### src/tcmc_pkg.sv
// ----------------------------------------------------------------------------
// tcmc_pkg
// Shared types and constants for the two-coin minimum change unit.
// ----------------------------------------------------------------------------
package tcmc_pkg;

  localparam int unsigned W  = 16;
  localparam int unsigned CW = 16;

  typedef struct packed {
    logic [W-1:0] coin_one;
    logic [W-1:0] coin_two;
    logic [W-1:0] target;
  } tcmc_req_t;

  typedef struct packed {
    logic          found;
    logic [CW-1:0] total_count;
    logic [CW-1:0] large_count;
    logic [CW-1:0] small_count;
  } tcmc_res_t;

  // Control into the shared divide unit, and its status back
  typedef struct packed {
    logic         start;
    logic [W-1:0] dividend;
    logic [W-1:0] divisor;
  } tcmc_div_cmd_t;

  typedef struct packed {
    logic         done;
    logic [W-1:0] quot;
    logic [W-1:0] rem;
  } tcmc_div_sts_t;

endpackage

### src/two_coin_min_change_unit.sv
// ----------------------------------------------------------------------------
// two_coin_min_change_unit
// Fewest-coin split of a target over two coin values, one request at a time.
// ----------------------------------------------------------------------------
//  channel | ports                         | handshake
//  input   | start, busy, in_req           | taken when start & !busy
//  result  | out_valid, out_res            | one-cycle strobe, no stall
//
// Steps: each divide runs on the shared divider. A request runs
// the Euclid loop (one divide per step, up to about 24 steps), three divides
// to reduce by the gcd, one for target mod big and one for small mod big,
// then a search that tries one small-coin count per cycle (up to big, about 2^16),
// then one divide for the large count.
// Reset clears the sequencer; the result cannot be stalled.
module two_coin_min_change_unit import tcmc_pkg::*; (
  input  logic      clk,
  input  logic      rst_n,
  input  logic      start,
  output logic      busy,
  input  tcmc_req_t in_req,
  output logic      out_valid,
  output tcmc_res_t out_res
);

  typedef enum logic [11:0] {
    S_IDLE  = 12'b000000000001,
    S_GCD   = 12'b000000000010,
    S_GMOD  = 12'b000000000100,
    S_DN    = 12'b000000001000,
    S_D1    = 12'b000000010000,
    S_D2    = 12'b000000100000,
    S_RMOD  = 12'b000001000000,
    S_SMOD  = 12'b000010000000,
    S_SRCH  = 12'b000100000000,
    S_XDIV  = 12'b001000000000,
    S_WAIT  = 12'b010000000000,
    S_DONE  = 12'b100000000000
  } st_t;

  st_t           st_r, st_nxt;
  logic [W-1:0]  c1_r, c1_nxt, c2_r, c2_nxt, n_r, n_nxt;
  logic [W-1:0]  p_r, p_nxt, q_r, q_nxt;   // euclid pair, then big/small
  logic [W-1:0]  r_r, r_nxt, stp_r, stp_nxt, y_r, y_nxt;
  logic [W-1:0]  g_r, g_nxt;
  logic          res_v_r, res_v_nxt;
  tcmc_res_t     res_r, res_nxt;
  tcmc_div_cmd_t dcmd;
  tcmc_div_sts_t dsts;
  logic [W:0]    radd;
  logic [2*W-1:0] sy;
  logic [W-1:0]  nrest;

  tcmc_div u_div (.clk(clk), .rst_n(rst_n), .cmd(dcmd), .sts(dsts));

  // Modular step of the search: r - step mod big, inputs already below big
  assign radd  = (r_r >= stp_r) ? {1'b0, r_r - stp_r} : ({1'b0, r_r} + {1'b0, p_r} - {1'b0, stp_r});
  assign sy    = q_r * y_r;
  assign nrest = n_r - sy[W-1:0];

  // Sequence the shared divider
  always_comb begin
    st_nxt = st_r; c1_nxt = c1_r; c2_nxt = c2_r; n_nxt = n_r;
    p_nxt = p_r; q_nxt = q_r; r_nxt = r_r; stp_nxt = stp_r; y_nxt = y_r;
    g_nxt = g_r; res_v_nxt = 1'b0; res_nxt = res_r;
    dcmd = '0;
    unique case (st_r)
      S_IDLE: begin
        if (start) begin
          c1_nxt = in_req.coin_one; c2_nxt = in_req.coin_two; n_nxt = in_req.target;
          res_nxt = '0;
          if (in_req.target == '0) begin
            res_nxt.found = 1'b1; st_nxt = S_DONE;
          end else if ((in_req.target < in_req.coin_one && in_req.target < in_req.coin_two)
                       || (in_req.coin_one == '0 && in_req.coin_two == '0)) begin
            st_nxt = S_DONE;
          end else begin
            p_nxt = in_req.coin_one; q_nxt = in_req.coin_two; st_nxt = S_GCD;
          end
        end
      end
      S_GCD: begin
        // gcd(p, q): p when q is zero, else divide
        if (q_r == '0) begin
          g_nxt = p_r; dcmd.start = 1'b1; dcmd.dividend = n_r; dcmd.divisor = p_r;
          st_nxt = S_GMOD;
        end else begin
          dcmd.start = 1'b1; dcmd.dividend = p_r; dcmd.divisor = q_r; st_nxt = S_WAIT;
        end
      end
      S_WAIT: if (dsts.done) begin
        p_nxt = q_r; q_nxt = dsts.rem; st_nxt = S_GCD;
      end
      S_GMOD: if (dsts.done) begin
        if (dsts.rem != '0) st_nxt = S_DONE;
        else begin
          n_nxt = dsts.quot; dcmd.start = 1'b1; dcmd.dividend = c1_r; dcmd.divisor = g_r;
          st_nxt = S_D1;
        end
      end
      S_D1: if (dsts.done) begin
        c1_nxt = dsts.quot; dcmd.start = 1'b1; dcmd.dividend = c2_r; dcmd.divisor = g_r;
        st_nxt = S_D2;
      end
      S_D2: if (dsts.done) begin
        if (c1_r >= dsts.quot) begin p_nxt = c1_r; q_nxt = dsts.quot; end
        else begin p_nxt = dsts.quot; q_nxt = c1_r; end
        dcmd.start = 1'b1; dcmd.dividend = n_r;
        dcmd.divisor = (c1_r >= dsts.quot) ? c1_r : dsts.quot;
        st_nxt = S_RMOD;
      end
      S_RMOD: if (dsts.done) begin
        r_nxt = dsts.rem; dcmd.start = 1'b1; dcmd.dividend = q_r; dcmd.divisor = p_r;
        st_nxt = S_SMOD;
      end
      S_SMOD: if (dsts.done) begin
        stp_nxt = dsts.rem; y_nxt = '0; st_nxt = S_SRCH;
      end
      S_DN: st_nxt = S_DONE;
      S_SRCH: begin
        if (r_r != '0 && y_r < p_r) begin
          r_nxt = radd[W-1:0]; y_nxt = y_r + 1'b1;
        end else if (r_r != '0 || sy > {{W{1'b0}}, n_r}) begin
          st_nxt = S_DONE;
        end else begin
          dcmd.start = 1'b1; dcmd.dividend = nrest; dcmd.divisor = p_r; st_nxt = S_XDIV;
        end
      end
      S_XDIV: if (dsts.done) begin
        res_nxt.found = 1'b1;
        res_nxt.large_count = CW'(dsts.quot);
        res_nxt.small_count = CW'(y_r);
        res_nxt.total_count = CW'(dsts.quot + y_r);
        st_nxt = S_DONE;
      end
      S_DONE: begin
        res_v_nxt = 1'b1; st_nxt = S_IDLE;
      end
      default: st_nxt = S_IDLE;
    endcase
  end

  always_ff @(posedge clk) begin
    if (!rst_n) begin
      st_r <= S_IDLE; res_v_r <= 1'b0;
    end else begin
      st_r <= st_nxt; res_v_r <= res_v_nxt;
    end
    c1_r <= c1_nxt; c2_r <= c2_nxt; n_r <= n_nxt; p_r <= p_nxt; q_r <= q_nxt;
    r_r <= r_nxt; stp_r <= stp_nxt; y_r <= y_nxt; g_r <= g_nxt; res_r <= res_nxt;
  end

  assign busy      = (st_r != S_IDLE);
  assign out_valid = res_v_r;
  assign out_res   = res_r;

  // A result comes only out of the final state
  a_res_from_done: assert property (@(posedge clk) disable iff (!rst_n)
    out_valid |-> $past(st_r) == S_DONE) else $error("result without done");
  // A result leaves the unit idle
  a_idle_after: assert property (@(posedge clk) disable iff (!rst_n)
    out_valid |-> !busy) else $error("busy after result");
  // Not found carries zero counts
  a_zero_miss: assert property (@(posedge clk) disable iff (!rst_n)
    (out_valid && !out_res.found) |-> out_res.total_count == '0)
    else $error("counts on miss");

endmodule

### src/tcmc_div.sv
// ----------------------------------------------------------------------------
// tcmc_div
// Restoring divider, one quotient bit per cycle; divisor must be nonzero.
// ----------------------------------------------------------------------------
module tcmc_div import tcmc_pkg::*; (
  input  logic          clk,
  input  logic          rst_n,
  input  tcmc_div_cmd_t cmd,
  output tcmc_div_sts_t sts
);

  logic [W-1:0]         q_r, q_nxt;
  logic [W-1:0]         rm_r, rm_nxt;
  logic [W-1:0]         d_r, d_nxt;
  logic [$clog2(W):0]   cnt_r, cnt_nxt;
  logic                 run_r, run_nxt;
  logic                 done_r, done_nxt;
  logic [W:0]           trial;

  assign trial = {rm_r, q_r[W-1]};

  // Shift in one dividend bit, subtract when it fits
  always_comb begin
    q_nxt    = q_r;
    rm_nxt   = rm_r;
    d_nxt    = d_r;
    cnt_nxt  = cnt_r;
    run_nxt  = run_r;
    done_nxt = 1'b0;
    if (cmd.start) begin
      q_nxt   = cmd.dividend;
      rm_nxt  = '0;
      d_nxt   = cmd.divisor;
      cnt_nxt = '0;
      run_nxt = 1'b1;
    end else if (run_r) begin
      if (trial >= {1'b0, d_r}) begin
        rm_nxt = W'(trial - {1'b0, d_r});
        q_nxt  = {q_r[W-2:0], 1'b1};
      end else begin
        rm_nxt = trial[W-1:0];
        q_nxt  = {q_r[W-2:0], 1'b0};
      end
      cnt_nxt = cnt_r + 1'b1;
      if (cnt_r == ($clog2(W)+1)'(W - 1)) begin
        run_nxt  = 1'b0;
        done_nxt = 1'b1;
      end
    end
  end

  always_ff @(posedge clk) begin
    if (!rst_n) begin
      run_r  <= 1'b0;
      done_r <= 1'b0;
      cnt_r  <= '0;
    end else begin
      run_r  <= run_nxt;
      done_r <= done_nxt;
      cnt_r  <= cnt_nxt;
    end
    q_r  <= q_nxt;
    rm_r <= rm_nxt;
    d_r  <= d_nxt;
  end

  assign sts.done = done_r;
  assign sts.quot = q_r;
  assign sts.rem  = rm_r;

endmodule
### config.mk
export PLATFORM = sky130hd
export DESIGN_NAME = two_coin_min_change_unit
export DESIGN_NICKNAME = d
export VERILOG_FILES = /design/src/tcmc_pkg.sv /design/src/two_coin_min_change_unit.sv /design/src/tcmc_div.sv
export SDC_FILE = /design/constraint.sdc
export NUM_CORES = 1
export LEC_CHECK = 0
export ABC_CLOCK_PERIOD_IN_PS = 10200
export BUFFER_PORTS_ARGS = -buffer_cell sky130_fd_sc_hd__buf_4
export CAP_MARGIN = 20
export CORE_ASPECT_RATIO = 1.4
export CORE_MARGIN = 5
export CORE_UTILIZATION = 40
export DETAILED_ROUTE_END_ITERATION = 7
export PLACE_DENSITY = 0.65
export RECOVER_POWER = 100
export SETUP_SLACK_MARGIN = 0.15
export SKIP_CTS_REPAIR_TIMING = 1
export SLEW_MARGIN = 5
export SYNTH_ARGS = -nofsm -noshare
export SYNTH_HDL_FRONTEND = slang
export SYNTH_SLANG_ARGS = --single-unit
### constraint.sdc
create_clock -name clk -period 10.2 [get_ports clk]
set_clock_uncertainty 0.1 [all_clocks]
set_input_delay 1.53 -clock clk [delete_from_list [all_inputs] [get_ports clk]]
set_output_delay 1.53 -clock clk [all_outputs]
set_load 0.005 [all_outputs]
==> results_dict.tcl, run 1 <==
set metrics [dict create \
    dr_total_vias 21926 \
    period_share_pct 91.1 \
    root_buffer "clkbuf_16" \
    postPlaceCellArea_mm2 0.0284 \
    viasPerCell 5.76 \
    p_total_mw 4.91 \
    grt_overflow 0 \
    comb_power_share_pct 38.3 \
    syn_area_mm2 0.0267 \
    synthAdderAreaFrac_pct 28.2 \
    power_density_mw_per_mm2 169 \
    worst_pin_slew_ns 2.21 \
    cts.clk_slew.worst_paths_ns 0.07 \
    place_congestion 0.973 \
    async_reset_ff_share_pct 0 \
    cts_tree "built" \
    final_area_mm2 0.0291 \
    p_leak_nw 13.5 \
    finalWirelength_mm 88.0 \
    slew_violations 208 \
    syn-instance-count 2880 \
    r2r_start "y_r[2]" \
    synth_top_family_by_area "adder cells" \
    fin_nets 3456 \
    ant_nets 0 \
    drc 0 \
    outcome "finished with violations" \
    crit_top_cell "fa_1" \
    drive_above_1_share_pct 6.27 \
    grt_max_degree 44 \
    synthMuxAreaShare_pct 2.31 \
    grt_setup_unrepaired "no" \
    port_buffers 101 \
    syn_avg_cell_area_um2 9.26 \
    fmax_ghz 0.108 \
    swShare_pct 42.2 \
    synthTopCellsByCount "441 x inv_1, 294 x nand2_1, 261 x ha_1" \
    synth_compound_area_share_pct 15.0 \
    htree_levels 1 \
    worstSetupStartpointType "flip-flop" \
    ir_drop_mv 0.124 \
    insertion_delay_ns 0.59 \
    grt_pass1_vias 22233 \
    switchingPower_mw 2.07 \
    synth_edf_count 225 \
    wl_per_cell_um 23.1 \
    seqPwrFrac_pct 40.4 \
    p_clk_share_pct 21.3 \
    die_area_mm2 0.0720 \
    setup_tns_ns 0 \
    dp.final_hpwl_mm 70.1 \
    synth_top_flop_cell "edfxtp_1" \
    synth_seq_cells 260 \
    synth_top_area_cell "edfxtp_1" \
    drtIter0Drc 2030 \
    setup_viol 0 \
    cts_max_path_buffers 3 \
    synth-warning-count 0 \
    yosys.cell_count.top_type "inv_1" \
    critical_path.startpoint "y_r[2]" \
    p_int_mw 2.84 \
    die_width_um 228 \
    violations "max-capacitance violations, max-slew violations" \
    synth-seq-area-share_pct 28.0 \
    cp.required_ns 10.32 \
    synth_xor_area_share_pct 2.79 \
    rows 112 \
    max_stage_delay_ns 0.67 \
    synth.area.top_cells "edfxtp_1 25%, fa_1 16%, ha_1 12%" \
    diodes 0 \
    cts_made_buffers 24 \
    cp_max_fo 16 \
    grt_antenna_before_repair 1 \
    synth_simple_gate_area_share_pct 15.5 \
    min-delay-start "u_div.cnt_r[4]" \
    largest_reg_flops 49 \
    ys_types 80 \
    worstHoldEndpoint "u_div.cnt_r[4]" \
    rrSetupSlack_ns 0.90 \
    track_usage_pct 23.9 \
    cp_slowest_cell "edfxtp_1" \
    chipHeight_um 315 \
    syn_to_final_growth_pct 9.18 \
    hold_depth 2 \
    initial_core_util_pct 40.1 \
    drv_cap 6 \
    r2r-end "u_div.q_r[9]" \
    worstSetupEndpointType "flip-flop" \
    cp.arrival_ns 9.41 \
    synth_nets 3405 \
    reg2reg_depth 28 \
    min_path_type "flip-flop to flip-flop" \
    core_mm2 0.0664 \
    min_period_ns 9.30 \
    synth_top_area_share_pct 25.3 \
    hold_viol_final 0 \
    clock-sinks 260 \
    grt_pass1_wl_mm 134 \
    setup.worst_path.class "flip-flop to flip-flop" \
    io_pins 102 \
    firstDrtPassIters 7 \
    maxSlewHeadroom_pct -47.2 \
]
worst max path at each step:
stage,endpoint,slack [ns],cells after the start
after global placement,u_div.d_r[2],1.22,27
after detailed placement,u_div.d_r[2],1.09,27
after CTS,u_div.d_r[14],1.03,27
final,u_div.q_r[9],0.90,28
after floorplan,u_div.q_r[0],1.94,28
after global routing,u_div.q_r[9],0.35,28
per-layer routing:
| metal | GRT usage [%] | wire length, µm | up-vias |
|---|---|---|---|
| li1 | - | - | 9966 |
| met4 | 15.8 | 7380 | 2 |
| met1 | 27.2 | 31600 | 10756 |
| met5 | 0 | 19 | - |
| met2 | 42.3 | 43500 | 903 |
| met3 | 3.10 | 5560 | 299 |
cell usage in the layout (no fill, tap or decap), types with 75 or more instances in the layout:
cell,instances
inv_1,441
nand2_1,294
ha_1,261
edfxtp_1,225
fa_1,213
o21ai_0,157
nor2_1,146
and2_1,131
a21oi_1,115
buf_4,75
power by group through the flow:
stage                     Combinational, mW  Clock, mW  Sequential (mW)
after detailed placement               1.92          0             1.97
after floorplan                        1.22          0             1.73
after global placement                 1.88          0             1.97
final                                  1.88       1.05             1.98
after global routing                   2.04       1.09             1.99
after CTS                              1.93       1.06             1.95
final cells by class:
class,instances,area [µm²]
clock buffer,24,601
multi-input combinational,2047,17000
timing repair buffer,156,1010
inverter,442,1660
tap,855,1070
clock inverter,20,292
fill,6450,37300
sequential,260,7460
cells by family (layout without fill, tap and decap cells):
| kind of cell | count (synthesis) | in the layout |
|---|---|---|
| flip-flops | 260 | 260 |
| multiplexers | 59 | 59 |
| AND/OR/NAND/NOR | 842 | 842 |
| adder cells (fa/ha/maj) | 474 | 474 |
| AO/OA/AOI/OAI | 587 | 587 |
| buffers and inverters | 573 | 642 |
| XOR/XNOR | 85 | 85 |
through the flow:
step	setup WS [ns]	utilization, %	cells	hold WS [ns]
2_1_floorplan	1.94	-	2880	0.351
3_3_place_gp	1.22	42.7	3758	0.381
3_5_place_dp	1.09	42.8	3760	0.376
4_1_cts	1.03	44.1	3804	0.395
5_1_grt	0.353	43.8	3804	0.433
6_report	0.903	43.8	3804	0.396
worst max-delay path: cells and delay by family, from the launching register on:
kind	cells	cell delay, ns
flip-flops	1	0.67
AO/OA/AOI/OAI	6	1.39
AND/OR/NAND/NOR	10	2.35
adder cells (fa/ha/maj)	8	3.72
buffers and inverters	4	0.66
Power figures use the tool's default switching activity.
==> run 2: changes to the inputs <==
Settings changed: ABC_CLOCK_PERIOD_IN_PS 10200 to 9200, CELL_PAD_IN_SITES_DETAIL_PLACEMENT from default to 1, CELL_PAD_IN_SITES_GLOBAL_PLACEMENT from default to 2, PLACE_DENSITY 0.65 to 0.89.
Clock period 10.2 ns to 9.2 ns, I/O delays scaled along.
==> results_dict.tcl, run 2 (same netlist as run 1, synthesis figures left out) <==
set metrics [dict create \
    fmax_ghz 0.114 \
    violations "max-capacitance violations, max-slew violations" \
    grt_max_degree 53 \
    min_path_type "flip-flop to flip-flop" \
    layout_commonest_cell "inv_1" \
    syn_to_final_growth_pct 9.92 \
    drtIter0Drc 1630 \
    drv_cap 6 \
    dr_total_vias 22569 \
    grt_pass1_wl_mm 150 \
    path_buf_inv 5 \
    maxSlewHeadroom_pct -100 \
    cts_made_buffers 28 \
    track_usage_pct 26.9 \
    place_congestion 0.936 \
    fin_nets 3473 \
    grt_overflow 0 \
    root_buffer "clkbuf_16" \
    crit_top_cell "fa_1" \
    clock-sinks 260 \
    cts_max_path_buffers 3 \
    htree_levels 1 \
    setup_viol 0 \
    largest_reg_flops 49 \
    critical-path-top-delay-family "adder cells" \
    setup.worst_path.class "flip-flop to flip-flop" \
    period_share_pct 95.6 \
    drc 0 \
    hold_viol_final 0 \
    cts.clk_slew.worst_paths_ns 0.07 \
    port_buffers 101 \
    drive_above_1_share_pct 7.07 \
    ir_drop_mv 0.160 \
    viasPerCell 5.90 \
    min_period_ns 8.80 \
    rrSetupSlack_ns 0.40 \
    worstSetupEndpointType "flip-flop" \
    grt_setup_unrepaired "no" \
    place_ws_ns 0.314 \
    grt_antenna_before_repair 4 \
    power_density_mw_per_mm2 191 \
    cp.arrival_ns 8.98 \
    core_mm2 0.0664 \
    wl_met2_mm 51.5 \
    fillers 7722 \
    initial_core_util_pct 40.1 \
    wl_met1_mm 36.9 \
    top_layer "met5" \
    worst_pin_slew_ns 3.00 \
    grt_pass1_vias 24821 \
    cp_max_fo 16 \
    wl_met3_mm 4.74 \
    cp.required_ns 9.38 \
    io_pins 102 \
    outcome "finished with violations" \
    fin_hold_ws_ns 0.393 \
    firstDrtPassIters 7 \
    finalWorstSetupSlack_ns 0.405 \
    slew_violations 209 \
    cp_slowest_cell "edfxtp_1" \
    setup_tns_ns 0 \
    multi_input_area_mm2 0.0170 \
    chipHeight_um 315 \
    dp.final_hpwl_mm 79.5 \
    max_stage_delay_ns 0.58 \
    layout_common_cells "441 x inv_1, 294 x nand2_1, 261 x ha_1" \
    rows 112 \
    p_leak_nw 13.6 \
    ant_nets 0 \
    cts_tree "built" \
    die_width_um 228 \
    register_area_mm2 0.00746 \
    finalWirelength_mm 99.4 \
    worstSetupStartpointType "flip-flop" \
    die_area_mm2 0.0720 \
    wl_per_cell_um 26.0 \
    insertion_delay_ns 0.60 \
]
run 2: worst paths after layout:
check | start | to | cells past startpoint
setup reg to reg | y_r[4] | u_div.q_r[9] | 29
hold reg to reg | u_div.cnt_r[4] | u_div.cnt_r[4] | 2
setup / recovery | y_r[4] | u_div.q_r[9] | 29
hold / removal | u_div.cnt_r[4] | u_div.cnt_r[4] | 2
run 2: area by class of cell:
type | count | share of cell area (%)
Antenna cell | 2 | 0.0171
Sequential cell | 260 | 25.4
Timing Repair Buffer | 169 | 3.95
Inverter | 442 | 5.66
Multi-Input combinational cell | 2047 | 58.1
Tap cell | 855 | 3.65
Clock buffer | 35 | 2.48
Clock inverter | 16 | 0.653
run 2: metrics by stage:
step | util, % | power (mW) | instances | cell area (µm²)
after floorplan | - | 3.27 | 2880 | 26700
after global placement | 42.9 | 4.32 | 3766 | 28500
after detailed placement | 42.9 | 4.42 | 3767 | 28500
after CTS | 44.2 | 5.62 | 3818 | 29400
after global routing | 44.1 | 5.84 | 3824 | 29300
final | 44.1 | 5.61 | 3826 | 29300
run 2: tightest hold or removal path, cell delays in order (launching register included):
cell,delay [ns]
dfxtp_1,0.31
nor2_1,0.07
a2111oi_0,0.06
run 2: report_power, final:
group | total (mW) | internal [mW] | switching [mW]
logic | 2.21 | 0.806 | 1.41
registers | 2.21 | 1.72 | 0.489
clock network | 1.19 | 0.650 | 0.535
run 2: metal layers:
layer	global-route usage (%)	up-vias
met4	13.9	4
met3	3.05	288
met2	49.9	767
li1	-	9976
met5	0	-
met1	30.5	11534
